**src/sv/kpc_pkg.sv**
```systemverilog
// Shared types and constants for the keypad press classifier.
// Depends on nothing; every other file of the block imports it.
package kpc_pkg;

   // Configuration port geometry: four 32-bit registers at 4-byte spacing.
   localparam int CSR_ADDR_W = 4;
   localparam int CSR_DATA_W = 32;

   typedef enum logic [1:0] {
      CSR_KEY_LOCK,
      CSR_PIN_ACTION,
      CSR_EXEMPT_MASK,
      CSR_SHORT_POST
   } csr_index_type;

   // Press latch codes.
   localparam logic [1:0] LATCH_IDLE  = 2'd0;
   localparam logic [1:0] LATCH_SHORT = 2'd1;
   localparam logic [1:0] LATCH_LONG  = 2'd2;

   // Hold accumulator thresholds.
   localparam logic [7:0] LATCH_MIN     = 8'd3;
   localparam logic [7:0] LONG_MIN      = 8'd75;
   localparam logic [7:0] RELEASE_CLAMP = 8'd4;
   localparam logic [7:0] ACC_MAX       = 8'hff;

   typedef struct packed {
      logic       req_type;
      logic       matrix_valid;
      logic [3:0] matrix_key;
      logic       ptt_down;
      logic       side1_down;
      logic       side2_down;
      logic       entering_pin;
      logic [7:0] tick_count;
   } kpc_req_type;

   typedef struct packed {
      logic [4:0] pressed_key;
      logic [1:0] keys_in_use;
      logic [4:0] long_key;
      logic [4:0] short_key;
      logic       ptt_active;
      logic       backlight_wake;
   } kpc_rsp_type;

   typedef struct packed {
      logic        key_lock;
      logic        pin_action;
      logic [15:0] lock_exempt_mask;
      logic        short_post_enable;
   } kpc_cfg_type;

   // One entry of the per-key store.
   typedef struct packed {
      logic [7:0] acc;
      logic [1:0] latch;
   } kpc_entry_type;

   // Controller to datapath.
   typedef struct packed {
      logic take;      // input transaction accepted this cycle
      logic rd_en;     // read key store at rd_idx
      logic proc_en;   // update key proc_idx from the read data
      logic load_out;  // move finished result into the output register
   } kpc_cmd_type;

   // Datapath to controller.
   typedef struct packed {
      logic out_free;  // output register can take a result this cycle
   } kpc_status_type;

endpackage

```
**src/sv/keypad_press_classifier.sv**
```systemverilog
// Keypad press classifier top level: debounce and short/long classification of keys.
// A tick transaction reads the key store once per key, applies the update of each key,
// waits in a finish state until the output register is free and is then moved into it;
// a read transaction skips the walk. A new transaction is taken only once the previous
// one has been handed to the output register; a tick walks the single read port of the
// key store one key a cycle.
// Reset is synchronous: key latches read as idle at once via per-key valid bits.
// Depends on kpc_pkg, kpc_csr, kpc_ctrl and kpc_dp.
module keypad_press_classifier
   import kpc_pkg::*;
#(
   parameter int MATRIX_KEYS = 16,
   parameter int TOTAL_KEYS  = 19
)
(
   input  logic                  clock,
   input  logic                  reset,
   // input transactions
   input  logic                  req_valid,
   output logic                  req_stall,
   input  kpc_req_type           req_data,
   // result transactions
   output logic                  rsp_valid,
   input  logic                  rsp_stall,
   output kpc_rsp_type           rsp_data,
   // configuration
   input  logic                  psel,
   input  logic                  penable,
   input  logic                  pwrite,
   input  logic [CSR_ADDR_W-1:0] paddr,
   input  logic [CSR_DATA_W-1:0] pwdata,
   output logic [CSR_DATA_W-1:0] prdata,
   output logic                  pready
);

   localparam int SCAN_W = $clog2(MATRIX_KEYS + 3);
   localparam int ADDR_W = $clog2(TOTAL_KEYS);
   localparam int IDX_W  = (SCAN_W > ADDR_W) ? SCAN_W : ADDR_W;

   kpc_cfg_type      cfg;
   kpc_cmd_type      cmd;
   kpc_status_type   status;
   logic [IDX_W-1:0] rd_idx;
   logic [IDX_W-1:0] proc_idx;

   // Register file; to be written only while no transaction is in flight (not enforced here).
   kpc_csr u_csr (
      .clock   (clock),
      .reset   (reset),
      .psel    (psel),
      .penable (penable),
      .pwrite  (pwrite),
      .paddr   (paddr),
      .pwdata  (pwdata),
      .prdata  (prdata),
      .pready  (pready),
      .cfg     (cfg)
   );

   // Sequencer: take a transaction, walk every key index in order for a tick (a read
   // skips the walk), then hand the result to the output register, holding while it is still occupied.
   kpc_ctrl #(
      .MATRIX_KEYS (MATRIX_KEYS),
      .TOTAL_KEYS  (TOTAL_KEYS)
   ) u_ctrl (
      .clock       (clock),
      .reset       (reset),
      .req_valid   (req_valid),
      .req_is_read (req_data.req_type),
      .req_stall   (req_stall),
      .status      (status),
      .cmd         (cmd),
      .rd_idx      (rd_idx),
      .proc_idx    (proc_idx)
   );

   // Key store and per-key update. Keys are updated in index order so that the
   // long key and short-press key follow the same precedence as a serial scan.
   kpc_dp #(
      .MATRIX_KEYS (MATRIX_KEYS),
      .TOTAL_KEYS  (TOTAL_KEYS)
   ) u_dp (
      .clock     (clock),
      .reset     (reset),
      .cfg       (cfg),
      .req_data  (req_data),
      .cmd       (cmd),
      .rd_idx    (rd_idx),
      .proc_idx  (proc_idx),
      .status    (status),
      .rsp_valid (rsp_valid),
      .rsp_stall (rsp_stall),
      .rsp_data  (rsp_data)
   );

endmodule

```
**src/sv/kpc_csr.sv**
```systemverilog
// Configuration registers of the keypad press classifier, APB-style port.
// Depends on kpc_pkg.
module kpc_csr
   import kpc_pkg::*;
(
   input  logic                  clock,
   input  logic                  reset,
   input  logic                  psel,
   input  logic                  penable,
   input  logic                  pwrite,
   input  logic [CSR_ADDR_W-1:0] paddr,
   input  logic [CSR_DATA_W-1:0] pwdata,
   output logic [CSR_DATA_W-1:0] prdata,
   output logic                  pready,
   output kpc_cfg_type           cfg
);

   kpc_cfg_type   cfg_ff;
   csr_index_type index;
   logic          wr_en;

   assign index  = csr_index_type'(paddr[3:2]);
   assign wr_en  = psel && penable && pwrite;
   assign pready = 1'b1;
   assign cfg    = cfg_ff;

   always_ff @(posedge clock) begin
      if (reset) begin
         cfg_ff.key_lock          <= 1'b0;
         cfg_ff.pin_action        <= 1'b0;
         cfg_ff.lock_exempt_mask  <= '0;
         cfg_ff.short_post_enable <= 1'b1;
      end else if (wr_en) begin
         unique case (index)
            CSR_KEY_LOCK:    cfg_ff.key_lock          <= pwdata[0];
            CSR_PIN_ACTION:  cfg_ff.pin_action        <= pwdata[0];
            CSR_EXEMPT_MASK: cfg_ff.lock_exempt_mask  <= pwdata[15:0];
            CSR_SHORT_POST:  cfg_ff.short_post_enable <= pwdata[0];
         endcase
      end
   end

   always_comb begin
      prdata = '0;
      unique case (index)
         CSR_KEY_LOCK:    prdata[0]    = cfg_ff.key_lock;
         CSR_PIN_ACTION:  prdata[0]    = cfg_ff.pin_action;
         CSR_EXEMPT_MASK: prdata[15:0] = cfg_ff.lock_exempt_mask;
         CSR_SHORT_POST:  prdata[0]    = cfg_ff.short_post_enable;
      endcase
   end

endmodule

```
**src/sv/kpc_ctrl.sv**
```systemverilog
// Sequencer of the keypad press classifier: walks the key store once per tick.
// Depends on kpc_pkg; drives kpc_dp through the command struct.
module kpc_ctrl
   import kpc_pkg::*;
#(
   parameter int MATRIX_KEYS = 16,
   parameter int TOTAL_KEYS  = 19,
   localparam int SCAN_W = $clog2(MATRIX_KEYS + 3),
   localparam int ADDR_W = $clog2(TOTAL_KEYS),
   localparam int IDX_W  = (SCAN_W > ADDR_W) ? SCAN_W : ADDR_W
)
(
   input  logic             clock,
   input  logic             reset,
   input  logic             req_valid,
   input  logic             req_is_read,
   output logic             req_stall,
   input  kpc_status_type   status,
   output kpc_cmd_type      cmd,
   output logic [IDX_W-1:0] rd_idx,
   output logic [IDX_W-1:0] proc_idx
);

   localparam logic [IDX_W-1:0] LAST_IDX = IDX_W'(MATRIX_KEYS + 2);

   typedef enum logic [1:0] {
      ST_IDLE,
      ST_SCAN,
      ST_DRAIN,
      ST_FINISH
   } state_type;

   state_type        state_ff;
   logic [IDX_W-1:0] cnt_ff;
   logic             proc_en_ff;
   logic [IDX_W-1:0] proc_idx_ff;
   logic             take;

   assign req_stall = (state_ff != ST_IDLE);
   assign take      = req_valid && (state_ff == ST_IDLE);

   always_ff @(posedge clock) begin
      if (reset) begin
         state_ff    <= ST_IDLE;
         cnt_ff      <= '0;
         proc_en_ff  <= 1'b0;
         proc_idx_ff <= '0;
      end else begin
         proc_en_ff  <= (state_ff == ST_SCAN);
         proc_idx_ff <= cnt_ff;
         unique case (state_ff)
            ST_IDLE: begin
               cnt_ff <= '0;
               if (take) begin
                  state_ff <= req_is_read ? ST_FINISH : ST_SCAN;
               end
            end
            ST_SCAN: begin
               cnt_ff <= cnt_ff + 1'b1;
               if (cnt_ff == LAST_IDX) begin
                  state_ff <= ST_DRAIN;
               end
            end
            ST_DRAIN: begin
               state_ff <= ST_FINISH;
            end
            ST_FINISH: begin
               if (status.out_free) begin
                  state_ff <= ST_IDLE;
               end
            end
         endcase
      end
   end

   assign cmd.take     = take;
   assign cmd.rd_en    = (state_ff == ST_SCAN);
   assign cmd.proc_en  = proc_en_ff;
   assign cmd.load_out = (state_ff == ST_FINISH) && status.out_free;
   assign rd_idx       = cnt_ff;
   assign proc_idx     = proc_idx_ff;

   // A tick transaction starts the walk at key zero.
   a_scan_starts: assert property (@(posedge clock) disable iff (reset)
      cmd.take && !req_is_read |=> cmd.rd_en && (rd_idx == '0))
      else $error("key walk did not start at key zero");

   // Each read is followed by the update of the same key.
   a_proc_follows: assert property (@(posedge clock) disable iff (reset)
      cmd.rd_en |=> cmd.proc_en && (proc_idx == $past(rd_idx)))
      else $error("key update does not follow its read");

   // No key update runs while a new transaction is taken.
   a_no_overlap: assert property (@(posedge clock) disable iff (reset)
      cmd.take |-> !cmd.proc_en && !cmd.load_out)
      else $error("transaction taken during a walk");

endmodule

```
**src/sv/kpc_dp.sv**
```systemverilog
// Datapath of the keypad press classifier: key store, per-key update, output register.
// Depends on kpc_pkg; commanded by kpc_ctrl.
module kpc_dp
   import kpc_pkg::*;
#(
   parameter int MATRIX_KEYS = 16,
   parameter int TOTAL_KEYS  = 19,
   localparam int SCAN_W = $clog2(MATRIX_KEYS + 3),
   localparam int ADDR_W = $clog2(TOTAL_KEYS),
   localparam int IDX_W  = (SCAN_W > ADDR_W) ? SCAN_W : ADDR_W,
   localparam int KEY_W  = $clog2(TOTAL_KEYS + 1)
)
(
   input  logic             clock,
   input  logic             reset,
   input  kpc_cfg_type      cfg,
   input  kpc_req_type      req_data,
   input  kpc_cmd_type      cmd,
   input  logic [IDX_W-1:0] rd_idx,
   input  logic [IDX_W-1:0] proc_idx,
   output kpc_status_type   status,
   output logic             rsp_valid,
   input  logic             rsp_stall,
   output kpc_rsp_type      rsp_data
);

   localparam logic [KEY_W-1:0] NO_KEY = KEY_W'(TOTAL_KEYS);

   kpc_entry_type   key_mem [TOTAL_KEYS];
   logic [TOTAL_KEYS-1:0] valid_ff;
   kpc_entry_type   rdata_ff;
   logic            rvalid_ff;

   kpc_req_type     item_ff;
   logic [KEY_W-1:0] long_key_ff;
   logic [KEY_W-1:0] short_key_ff;
   logic [KEY_W-1:0] short_out_ff;
   logic [KEY_W-1:0] pressed_ff;
   logic [1:0]      in_use_ff;
   logic            wake_ff;
   logic            ptt_nz_ff;
   logic            side1_nz_ff;
   logic            rsp_valid_ff;
   kpc_rsp_type     rsp_data_ff;

   // per-key update
   logic             is_matrix, is_ptt, is_side1, is_side2;
   logic             exists, processed, key_active, held, have;
   logic             exempt, reached, wake_hit;
   logic [7:0]       acc_cur, acc_nxt, clamp;
   logic [1:0]       lat_cur, lat_nxt;
   logic [8:0]       sum;
   logic [KEY_W-1:0] key_id, long_key_in, short_key_in;
   logic [ADDR_W-1:0] rd_addr, wr_addr;
   logic             rd_in_range;

   assign rd_addr     = rd_idx[ADDR_W-1:0];
   assign wr_addr     = proc_idx[ADDR_W-1:0];
   assign rd_in_range = 32'(rd_idx) < TOTAL_KEYS;
   assign key_id      = KEY_W'(proc_idx);

   always_comb begin
      is_matrix = 32'(proc_idx) < MATRIX_KEYS;
      is_ptt    = 32'(proc_idx) == MATRIX_KEYS;
      is_side1  = 32'(proc_idx) == MATRIX_KEYS + 1;
      is_side2  = 32'(proc_idx) == MATRIX_KEYS + 2;
      exists    = 32'(proc_idx) < TOTAL_KEYS;

      exempt = cfg.lock_exempt_mask[item_ff.matrix_key];
      have   = item_ff.matrix_valid && (32'(item_ff.matrix_key) < MATRIX_KEYS) &&
               (!cfg.key_lock || item_ff.entering_pin || exempt);

      priority if (is_matrix) begin
         processed = 1'b1;
         held      = have && (32'(proc_idx) == 32'(item_ff.matrix_key));
      end else if (is_ptt) begin
         processed = !(cfg.key_lock && cfg.pin_action);
         held      = item_ff.ptt_down;
      end else if (is_side1) begin
         processed = !(cfg.key_lock && cfg.pin_action);
         held      = item_ff.side1_down;
      end else begin
         processed = !cfg.key_lock;
         held      = item_ff.side2_down;
      end
      key_active = cmd.proc_en && exists && processed;

      acc_cur = rvalid_ff ? rdata_ff.acc : '0;
      lat_cur = rvalid_ff ? rdata_ff.latch : LATCH_IDLE;
      sum     = {1'b0, acc_cur} + {1'b0, item_ff.tick_count};
      clamp   = (acc_cur > LATCH_MIN) ? RELEASE_CLAMP : acc_cur;

      acc_nxt      = acc_cur;
      lat_nxt      = lat_cur;
      long_key_in  = long_key_ff;
      short_key_in = short_key_ff;
      wake_hit     = 1'b0;
      reached      = 1'b0;

      if (held) begin
         if (lat_cur == LATCH_LONG) begin
            // record the first key seen held long
            if (long_key_ff == NO_KEY) begin
               long_key_in = key_id;
               wake_hit    = 1'b1;
            end
         end else begin
            acc_nxt = sum[8] ? ACC_MAX : sum[7:0];
            if (acc_nxt > LATCH_MIN) begin
               lat_nxt = (acc_nxt > LONG_MIN) ? LATCH_LONG : LATCH_SHORT;
               if (is_ptt || is_side1) begin
                  wake_hit = 1'b1;
               end
            end
         end
      end else begin
         // release: count the clamped accumulator down
         if (clamp <= item_ff.tick_count) begin
            acc_nxt = '0;
            reached = 1'b1;
         end else begin
            acc_nxt = clamp - item_ff.tick_count;
         end
         if (reached && (lat_cur != LATCH_IDLE)) begin
            if (lat_cur == LATCH_SHORT) begin
               if (cfg.short_post_enable) begin
                  short_key_in = key_id;
               end
               wake_hit = 1'b1;
            end
            lat_nxt     = LATCH_IDLE;
            long_key_in = NO_KEY;
         end
      end
   end

   // Key store: one read and one write port, read data registered.
   always_ff @(posedge clock) begin
      if (cmd.rd_en) begin
         rdata_ff <= key_mem[rd_addr];
      end
      if (key_active) begin
         key_mem[wr_addr] <= '{acc: acc_nxt, latch: lat_nxt};
      end
   end

   always_ff @(posedge clock) begin
      if (reset) begin
         valid_ff     <= '0;
         rvalid_ff    <= 1'b0;
         long_key_ff  <= NO_KEY;
         short_key_ff <= NO_KEY;
         ptt_nz_ff    <= 1'b0;
         side1_nz_ff  <= 1'b0;
         rsp_valid_ff <= 1'b0;
      end else begin
         if (cmd.rd_en) begin
            rvalid_ff <= rd_in_range && valid_ff[rd_addr];
         end
         if (cmd.take && req_data.req_type) begin
            short_key_ff <= NO_KEY;
         end else if (key_active) begin
            valid_ff[wr_addr] <= 1'b1;
            long_key_ff       <= long_key_in;
            short_key_ff      <= short_key_in;
            if (is_ptt) begin
               ptt_nz_ff <= (lat_nxt != LATCH_IDLE);
            end
            if (is_side1) begin
               side1_nz_ff <= (lat_nxt != LATCH_IDLE);
            end
         end
         if (cmd.load_out) begin
            rsp_valid_ff <= 1'b1;
         end else if (!rsp_stall) begin
            rsp_valid_ff <= 1'b0;
         end
      end
   end

   // Working registers of the transaction in flight, and the output register.
   always_ff @(posedge clock) begin
      if (cmd.take) begin
         item_ff      <= req_data;
         pressed_ff   <= NO_KEY;
         in_use_ff    <= '0;
         wake_ff      <= 1'b0;
         short_out_ff <= req_data.req_type ? short_key_ff : NO_KEY;
      end else if (key_active) begin
         in_use_ff <= in_use_ff ^ lat_nxt;
         wake_ff   <= wake_ff | wake_hit;
         if ((is_matrix || is_side2) && (lat_nxt != LATCH_IDLE)) begin
            pressed_ff <= key_id;
         end
      end
      if (cmd.load_out) begin
         rsp_data_ff.pressed_key    <= 5'(pressed_ff);
         rsp_data_ff.keys_in_use    <= in_use_ff;
         rsp_data_ff.long_key       <= 5'(long_key_ff);
         rsp_data_ff.short_key      <= 5'(short_out_ff);
         rsp_data_ff.ptt_active     <= ptt_nz_ff || side1_nz_ff;
         rsp_data_ff.backlight_wake <= wake_ff;
      end
   end

   assign status.out_free = !rsp_valid_ff || !rsp_stall;
   assign rsp_valid       = rsp_valid_ff;
   assign rsp_data        = rsp_data_ff;

   // A read transaction leaves the recorded long key alone.
   a_read_keeps_long: assert property (@(posedge clock) disable iff (reset)
      cmd.take && req_data.req_type |=> long_key_ff == $past(long_key_ff))
      else $error("read transaction changed the long key");

   // A loaded result is presented in the next cycle.
   a_load_shows: assert property (@(posedge clock) disable iff (reset)
      cmd.load_out |=> rsp_valid_ff)
      else $error("loaded result not presented");

   // Hold a stalled result unchanged.
   a_rsp_holds: assert property (@(posedge clock) disable iff (reset)
      rsp_valid_ff && rsp_stall |=> rsp_valid_ff && $stable(rsp_data_ff))
      else $error("stalled result changed");

endmodule
```
**config.mk**
```make
export PLATFORM = sky130hd
export DESIGN_NAME = keypad_press_classifier
export DESIGN_NICKNAME = d
export VERILOG_FILES = /design/src/sv/kpc_pkg.sv /design/src/sv/keypad_press_classifier.sv /design/src/sv/kpc_csr.sv /design/src/sv/kpc_ctrl.sv /design/src/sv/kpc_dp.sv
export SDC_FILE = /design/constraint.sdc
export NUM_CORES = 1
export LEC_CHECK = 0
export BUFFER_PORTS_ARGS = -buffer_cell sky130_fd_sc_hd__buf_2
export CAP_MARGIN = 20
export CELL_PAD_IN_SITES_DETAIL_PLACEMENT = 0
export CELL_PAD_IN_SITES_GLOBAL_PLACEMENT = 1
export CORE_ASPECT_RATIO = 1.4
export CORE_MARGIN = 1.5
export CORE_UTILIZATION = 50
export CTS_BUF_LIST = sky130_fd_sc_hd__clkbuf_16
export DETAILED_ROUTE_END_ITERATION = 8
export PLACE_DENSITY_LB_ADDON = 0.1
export SLEW_MARGIN = 10
export SYNTH_ARGS = -nofsm -noshare
export SYNTH_HDL_FRONTEND = slang
export SYNTH_HIERARCHICAL = 1
export SYNTH_SLANG_ARGS = --single-unit
```
**constraint.sdc**
```tcl
create_clock -name clock -period 4.6 [get_ports clock]
set_clock_uncertainty 0.05 [all_clocks]
set_input_delay 1.38 -clock clock [delete_from_list [all_inputs] [get_ports clock]]
set_output_delay 1.38 -clock clock [all_outputs]
set_load 0.1 [all_outputs]
```
==> results of run 1 <==
-- layout make-up --
| type | count | area (um2) | area share, % |
|---|---|---|---|
| Sequential cell | 314 | 8700 | 55.4 |
| Clock buffer | 32 | 801 | 5.10 |
| Tap cell | 370 | 463 | 2.95 |
| Clock inverter | 24 | 135 | 0.861 |
| Inverter | 24 | 90.1 | 0.574 |
| Multi-Input combinational cell | 583 | 4910 | 31.2 |
| Timing Repair Buffer | 104 | 603 | 3.84 |
-- routing by layer --
metal	global-route usage [%]	vias to the layer above	share of wire (%)	wire length (um)
met5	0	-	0	0
met4	6.20	0	2.6	711
met3	2.29	48	3.2	900
met2	35.4	149	53	14700
met1	25.4	3951	42	11600
li1	-	3830	-	-
-- path summary, 6_finish.rpt --
check / cells past startpoint / startpoint / to / slack, ns
max: 4 / paddr[2] / prdata[12] / 0.62
min: 0 / u_dp/short_out_ff[1] / u_dp/rsp_data[3] / 0.37
max reg2reg: 12 / u_dp/rdata_ff[4] / u_dp/short_key_ff[1] / 0.84
min reg2reg: 0 / u_dp/short_out_ff[1] / u_dp/rsp_data[3] / 0.37
-- state kept, by name, indices dropped and copies added (netlist names) --
name / count
u_dp/rsp_data: 19
u_dp/long_key_ff: 5
u_dp/rvalid_ff: 1
u_dp/side1_nz_ff: 1
u_dp/short_out_ff: 5
u_csr/cfg: 19
u_dp/key_mem: 190
u_ctrl/state_ff: 2
u_ctrl/proc_idx: 5
u_dp/rsp_valid: 1
u_dp/wake_ff: 1
u_dp/short_key_ff: 5
u_dp/valid_ff: 19
u_dp/in_use_ff: 2
u_ctrl/proc_en_ff: 1
u_ctrl/rd_idx: 5
u_dp/rdata_ff: 10
u_dp/item_ff: 17
u_dp/ptt_nz_ff: 1
u_dp/pressed_ff: 5
-- kinds of logic (layout without fill, tap and decap cells) --
kind of cell / Yosys count / in the layout
buffers and inverters: 91 / 184
adder cells (fa/ha/maj): 22 / 22
multiplexers: 116 / 116
AO/OA/AOI/OAI: 134 / 134
flip-flops: 314 / 314
other: 3 / 22
AND/OR/NAND/NOR: 277 / 277
XOR/XNOR: 12 / 12
-- through the flow --
| step | instance area (um2) | util [%] |
|---|---|---|
| 2_1_floorplan | 14000 | - |
| 3_3_place_gp | 14700 | 53.5 |
| 3_5_place_dp | 14700 | 53.5 |
| 4_1_cts | 15700 | 56.9 |
| 5_1_grt | 15700 | 57.0 |
| 6_report | 15700 | 57.0 |
-- power groups by stage --
stage	clock network (W)	registers, W	logic, W
3_3_place_gp	0	0.00368	0.00162
5_1_grt	0.00249	0.00363	0.00183
4_1_cts	0.00240	0.00362	0.00166
3_5_place_dp	0	0.00368	0.00165
2_1_floorplan	0	0.00362	0.00125
6_report	0.00233	0.00359	0.00168
-- cell usage in the layout (no fill, tap or decap), drive strengths merged, types with 30 or more instances in the layout --
| cell type | instances |
|---|---|
| nor2 | 76 |
| inv | 32 |
| buf | 104 |
| edfxtp | 241 |
| a21oi | 30 |
| mux2i | 42 |
| clkbuf | 32 |
| nand2 | 45 |
| dfxtp | 73 |
| mux4 | 61 |
| nand2b | 43 |
-- worst register-to-register path: stages, from the launching register on --
cell      delay (ns)
edfxtp_1        0.43
nor4_1          0.40
nand2_1         0.14
and2_1          0.18
ha_1            0.33
a21o_1          0.21
a21oi_1         0.27
o21ai_0         0.15
a211oi_1        0.36
nor2_1          0.24
nor4_4          0.56
mux2i_1         0.24
nand2_1         0.08
==> results.json, run 1 <==
{
  "status": "completed",
  "drt-vias-per-instance": 5.50,
  "cts_tree": "yes",
  "ys_types": 79,
  "crit_type": "in2out",
  "cts_max_level": 1,
  "setup_viol": 0,
  "p_switching_w": 0.00227,
  "fillers": 2340,
  "grt_remaining_overflow": 0,
  "drtIter0Drc": 423,
  "synth_warnings": 6,
  "slowest_delay_ns": 0.43,
  "syn_to_final_growth_pct": 12.6,
  "ys_async_sr_fraction_pct": 0,
  "port_buffers": 79,
  "core-area_um2": 27600,
  "hold_viol": 0,
  "final.period_utilization_pct": 86.5,
  "critPathSlowestCell": "and2b_1",
  "syn_area_per_cell_um2": 14.4,
  "worstPathRequired_ns": 3.17,
  "routedWlPerCell_um": 19.2,
  "synthMuxAreaShare_pct": 14.1,
  "diodes": 0,
  "slew_violations": 0,
  "p_sw_share_pct": 29.9,
  "synth_area_leaders": "edfxtp_1, dfxtp_1, mux4_2, mux2i_1, nor2_1",
  "layout.cells.non_filler": 1451,
  "cts_resized": 0,
  "clockBufferDepth": 3,
  "rows": 72,
  "io-pin-count": 115,
  "p_seq_share_pct": 47.3,
  "die_w_um": 144,
  "slew_headroom_pct": 33.3,
  "gp_congestion": 0.800,
  "synth_xor_area_share_pct": 0.754,
  "p_total_w": 0.00760,
  "wl_um": 27900,
  "end_kind": "output port",
  "worstPathCellList": "buf_2, and2b_1, and2_1, buf_2",
  "p_comb_share_pct": 22.1,
  "grt_pass1_vias": 8209,
  "place_inst": 1394,
  "worstPathMaxFanout": 15,
  "die_h_um": 201,
  "yosysMostFrequentCell": "edfxtp_1",
  "postLayoutSetupSlackWorst_ns": 0.623,
  "grt_max_degree": 50,
  "start_util_pct": 50.6,
  "synth_top_family_by_area": "multiplexers",
  "synth_top_area_share_pct": 51.9,
  "p_leak_nw": 5.41,
  "worstMarginPinSlew_ns": 1.00,
  "rsz0062_at_grt": "false",
  "synthAdderAreaFrac_pct": 2.03,
  "vdd_ir_drop_max_mv": 0.262,
  "yosys.area_share.simple_pct": 10.7,
  "synth_top_cell_by_area": "edfxtp_1",
  "fin_nets": 1140,
  "setup-tns-final_ns": 0,
  "dieArea_um2": 28900,
  "post-dp-hpwl_um": 19200,
  "postSynthCellCount": 969,
  "synth-seq-cells": 314,
  "detail-route-antenna-nets": 0,
  "drc": 0,
  "clockPowerShare_pct": 30.6,
  "clk_latency_ns": 0.57,
  "synth-compound-area-share_pct": 6.76,
  "grt.total_usage_pct": 20.0,
  "synthFlopType": "edfxtp_1",
  "fmax_ghz": 0.251,
  "cap_violations": 0,
  "holdWs_ns": 0.372,
  "cts_setup_buffers": 0,
  "p_int_w": 0.00533,
  "cts_root_buf": "clkbuf_16",
  "path_delay_family": "simple AND/OR/NAND/NOR gates",
  "cts_buffers": 30,
  "syn_area_um2": 13900,
  "cts.sinks": 314,
  "p_per_area_nw_per_um2": 484,
  "hp-class": "reg2reg",
  "synth-edff-count": 241,
  "via_count": 7978,
  "yosys-top-cells-count": "edfxtp_1, nor2_1, dfxtp_1",
  "crit_buf_inv": 2,
  "clk_pin_slew_ns": 0.06,
  "antenna_found_initial": 0,
  "drive_gt1_share_pct": 22.8,
  "ys_seq_area_share_pct": 62.4,
  "crit_top_cell": "buf_2",
  "arrival_ns": 2.55,
  "period_needed_ns": 3.98,
  "postCtsHoldBufs": 0,
  "pre_cts_slack_ns": 0.615,
  "first_pass_iters": 4,
  "grt_pass1_wl_um": 44600,
  "start_kind": "input pin"
}
Note: power is estimated with default switching activity, not from simulation.
==> run 2: changes to the inputs <==
--- a/config.mk
+++ b/config.mk
@@ -14,6 +14,7 @@
 export CORE_UTILIZATION = 50
 export CTS_BUF_LIST = sky130_fd_sc_hd__clkbuf_16
 export DETAILED_ROUTE_END_ITERATION = 8
+export MAX_ROUTING_LAYER = met4
 export PLACE_DENSITY_LB_ADDON = 0.1
 export SLEW_MARGIN = 10
 export SYNTH_ARGS = -nofsm -noshare
==> results.json, run 2 (synthesis gave the netlist of run 1 again) <==
{
  "status": "completed",
  "drtIter0Drc": 437,
  "grt_pass1_vias": 8192,
  "arrival_ns": 2.53,
  "cts_root_buf": "clkbuf_16",
  "p_comb_share_pct": 22.1,
  "grt.total_usage_pct": 20.5,
  "pre_cts_slack_ns": 0.615,
  "p_sw_share_pct": 29.9,
  "grt_pass1_wl_um": 44700,
  "slowest_delay_ns": 0.42,
  "rsz0062_at_grt": "false",
  "postLayoutSetupSlackWorst_ns": 0.635,
  "postCtsHoldBufs": 0,
  "critPathSlowestCell": "and2b_1",
  "drt-vias-per-instance": 5.50,
  "hold_viol": 0,
  "clockBufferDepth": 3,
  "clk_latency_ns": 0.57,
  "final.period_utilization_pct": 86.2,
  "clockPowerShare_pct": 30.7,
  "final_common_cell": "edfxtp_1",
  "p_seq_share_pct": 47.3,
  "syn_to_final_growth_pct": 12.6,
  "port_buffers": 79,
  "io-pin-count": 115,
  "crit_buf_inv": 2,
  "regMostFlops": "u_dp/key_mem",
  "fin_nets": 1140,
  "largest_reg_flops": 190,
  "clk_pin_slew_ns": 0.06,
  "start_kind": "input pin",
  "cap_violations": 0,
  "p_switching_w": 0.00227,
  "setup-tns-final_ns": 0,
  "via_count": 7985,
  "post_dp_cell_area_um2": 14700,
  "vdd_ir_drop_max_mv": 0.262,
  "drive_gt1_share_pct": 22.8,
  "dieArea_um2": 28900,
  "diodes": 0,
  "rrSetupSlack_ns": 0.86,
  "p_per_area_nw_per_um2": 484,
  "worstPathRequired_ns": 3.17,
  "rows": 72,
  "p_leak_nw": 5.41,
  "slew_violations": 0,
  "worstMarginPinSlew_ns": 1.00,
  "slew_headroom_pct": 33.0,
  "period_needed_ns": 3.96,
  "cts_setup_buffers": 0,
  "worstPathMaxFanout": 15,
  "cts_tree": "yes",
  "die_w_um": 144,
  "hp-class": "reg2reg",
  "final_cell_mix": "edfxtp_1, buf_2, nor2_1",
  "design_area_um2": 15700,
  "cts.sinks": 314,
  "grt_max_degree": 50,
  "path_delay_family": "simple AND/OR/NAND/NOR gates",
  "start_util_pct": 50.6,
  "cts_resized": 0,
  "wl_um": 27800,
  "core-area_um2": 27600,
  "gp_congestion": 0.812,
  "first_pass_iters": 5,
  "cts_max_level": 1,
  "antenna_found_initial": 0,
  "end_kind": "output port",
  "die_h_um": 201,
  "setup_viol": 0,
  "crit_top_cell": "buf_2",
  "worstPathCellList": "buf_2, and2b_1, and2_1, buf_2",
  "cts_buffers": 30,
  "fmax_ghz": 0.252,
  "p_int_w": 0.00533,
  "crit_type": "in2out",
  "grt_remaining_overflow": 0,
  "post-dp-hpwl_um": 19200,
  "routedWlPerCell_um": 19.2,
  "detail-route-antenna-nets": 0,
  "drc": 0
}
[run 2: cell counts in the layout (fill, tap and decap cells not counted)]
Identical to the previous run, type by type.
[run 2: through the flow]
| stage | utilization [%] | total power, W | instances | hold slack, ns |
|---|---|---|---|---|
| 2_1_floorplan | - | 0.00487 | 988 | 0.350 |
| 3_3_place_gp | 53.5 | 0.00530 | 1394 | 0.352 |
| 3_5_place_dp | 53.5 | 0.00533 | 1394 | 0.361 |
| 4_1_cts | 56.9 | 0.00768 | 1450 | 0.375 |
| 5_1_grt | 57.0 | 0.00795 | 1451 | 0.375 |
| 6_report | 57.0 | 0.00760 | 1451 | 0.372 |
[run 2: power by group through the flow]
stage	Clock (W)	Sequential, W	Combinational [W]
finish	0.00233	0.00359	0.00168
global route	0.00249	0.00363	0.00183
CTS	0.00240	0.00362	0.00166
detailed placement	0	0.00368	0.00165
global placement	0	0.00368	0.00162
floorplan	0	0.00362	0.00125
[run 2: path summary, 6_finish.rpt]
| check | startpoint | to | cells after the start |
|---|---|---|---|
| max | paddr[2] | prdata[7] | 4 |
| min | u_dp/short_out_ff[0] | u_dp/rsp_data[2] | 0 |
| min reg2reg | u_dp/short_out_ff[0] | u_dp/rsp_data[2] | 0 |
| max reg2reg | u_dp/rdata_ff[4] | u_dp/short_key_ff[1] | 12 |
[run 2: layer usage]
layer	part of all wire, %	track usage [%]
met1	42	25.5
met2	53	35.3
met3	2.9	2.19
met4	2.5	6.20
met5	0	-
[run 2: area by class of cell]
type / count / area, um2
clock inverters: 24 / 135
fillers: 2340 / 11900
inverters: 24 / 90.1
multi-input cells: 583 / 4910
flip-flops and latches: 314 / 8700
well taps: 370 / 463
clock buffers: 32 / 801
repair buffers: 104 / 603
==> run 3: changes to the inputs <==
--- a/config.mk
+++ b/config.mk
@@ -9,7 +9,7 @@
 export CAP_MARGIN = 20
 export CELL_PAD_IN_SITES_DETAIL_PLACEMENT = 0
 export CELL_PAD_IN_SITES_GLOBAL_PLACEMENT = 1
-export CORE_ASPECT_RATIO = 1.4
+export CORE_ASPECT_RATIO = 0.7
 export CORE_MARGIN = 1.5
 export CORE_UTILIZATION = 50
 export CTS_BUF_LIST = sky130_fd_sc_hd__clkbuf_16
==> results.json, run 3 (synthesis gave the netlist of run 1 again) <==
{
  "gp_congestion": 0.889,
  "fmax_ghz": 0.252,
  "postCtsHoldBufs": 0,
  "status": "completed",
  "io-pin-count": 115,
  "detail-route-antenna-nets": 0,
  "cts_setup_buffers": 0,
  "period_needed_ns": 3.97,
  "grt.total_usage_pct": 22.4,
  "start_util_pct": 51.5,
  "clk_latency_ns": 0.56,
  "topRoutingLayerUsed": "met4",
  "die_w_um": 203,
  "setup_viol": 0,
  "worstPathRequired_ns": 3.17,
  "die_h_um": 143,
  "rsz0062_at_grt": "false",
  "hp-class": "reg2reg",
  "rows": 50,
  "dieArea_um2": 28900,
  "regMostFlops": "u_dp/key_mem",
  "cts_tree": "yes",
  "slew_headroom_pct": 29.8,
  "cts_resized": 0,
  "setup-tns-final_ns": 0,
  "grt_pass1_wl_um": 47300,
  "wl_met1_um": 15600,
  "cts_buffers": 30,
  "p_per_area_nw_per_um2": 489,
  "final_cell_mix": "edfxtp_1, buf_2, nor2_1",
  "port_buffers": 79,
  "drive_gt1_share_pct": 24.2,
  "grt_remaining_overflow": 0,
  "start_kind": "input pin",
  "diodes": 0,
  "final_common_cell": "edfxtp_1",
  "antenna_found_initial": 0,
  "first_pass_iters": 5,
  "drt-vias-per-instance": 5.63,
  "slew_violations": 0,
  "end_kind": "output port",
  "design_area_um2": 15800,
  "wl_um": 30900,
  "arrival_ns": 2.54,
  "clockBufferDepth": 3,
  "drc": 0,
  "final.period_utilization_pct": 86.4,
  "worstPathMaxFanout": 15,
  "cts.sinks": 314,
  "clk_pin_slew_ns": 0.06,
  "vdd_ir_drop_max_mv": 0.396,
  "p_leak_nw": 5.50,
  "post-dp-hpwl_um": 20500,
  "cap_violations": 0,
  "core-area_um2": 27100,
  "largest_reg_flops": 190,
  "grt_max_degree": 49,
  "fin_nets": 1155,
  "post_dp_cell_area_um2": 14900,
  "wl_met3_um": 1710,
  "syn_to_final_growth_pct": 13.6,
  "via_count": 8198,
  "grt_pass1_vias": 7935,
  "worstMarginPinSlew_ns": 1.05,
  "hold_viol": 0,
  "cts_max_level": 1,
  "wl_met2_um": 13300,
  "drtIter0Drc": 645,
  "routedWlPerCell_um": 21.2,
  "cts_root_buf": "clkbuf_16",
  "crit_type": "in2out",
  "fillers": 2189
}
[run 3: cell type report]
class	instances	area, um2	share of cell area (%)
clock buffers	31	776	4.90
flip-flops and latches	314	8700	54.9
inverters	24	90.1	0.569
multi-input cells	583	4920	31.1
clock inverters	22	178	1.12
well taps	364	455	2.87
repair buffers	119	716	4.52
[run 3: metrics by stage]
stage	power [W]	util [%]	hold slack [ns]	cells	setup WS, ns
after CTS	0.00780	58.4	0.373	1455	0.585
after global routing	0.00808	58.5	0.389	1457	0.411
after global placement	0.00538	54.9	0.355	1402	0.608
after detailed placement	0.00540	54.9	0.357	1402	0.611
final	0.00774	58.5	0.370	1457	0.627
after floorplan	0.00487	-	0.350	988	0.385
[run 3: critical path: stages]
cell and delay [ns]:
buf_2 0.14, and2b_1 0.42, and2_1 0.18, buf_2 0.42
[run 3: final timing paths]
check / slack (ns) / from / end / cells past startpoint
worst max-delay path: 0.63 / paddr[2] / prdata[1] / 4
worst min-delay path: 0.37 / u_dp/short_out_ff[2] / u_dp/rsp_data[4] / 0
worst max register to register: 0.71 / u_dp/rdata_ff[8] / u_dp/in_use_ff[0] / 12
worst min register to register: 0.37 / u_dp/short_out_ff[2] / u_dp/rsp_data[4] / 0
[run 3: power by group]
part | switching [W] | leakage [nW] | internal [W]
sequential | 0.000154 | 2.78 | 0.00339
clock | 0.00106 | 0.487 | 0.00134
combinational | 0.00114 | 2.24 | 0.000660
[run 3: per-layer routing]
layer	track usage [%]	vias up
li1	-	3856
met1	34.9	4078
met2	31.4	238
met3	3.38	26
met4	3.70	0
met5	-	-
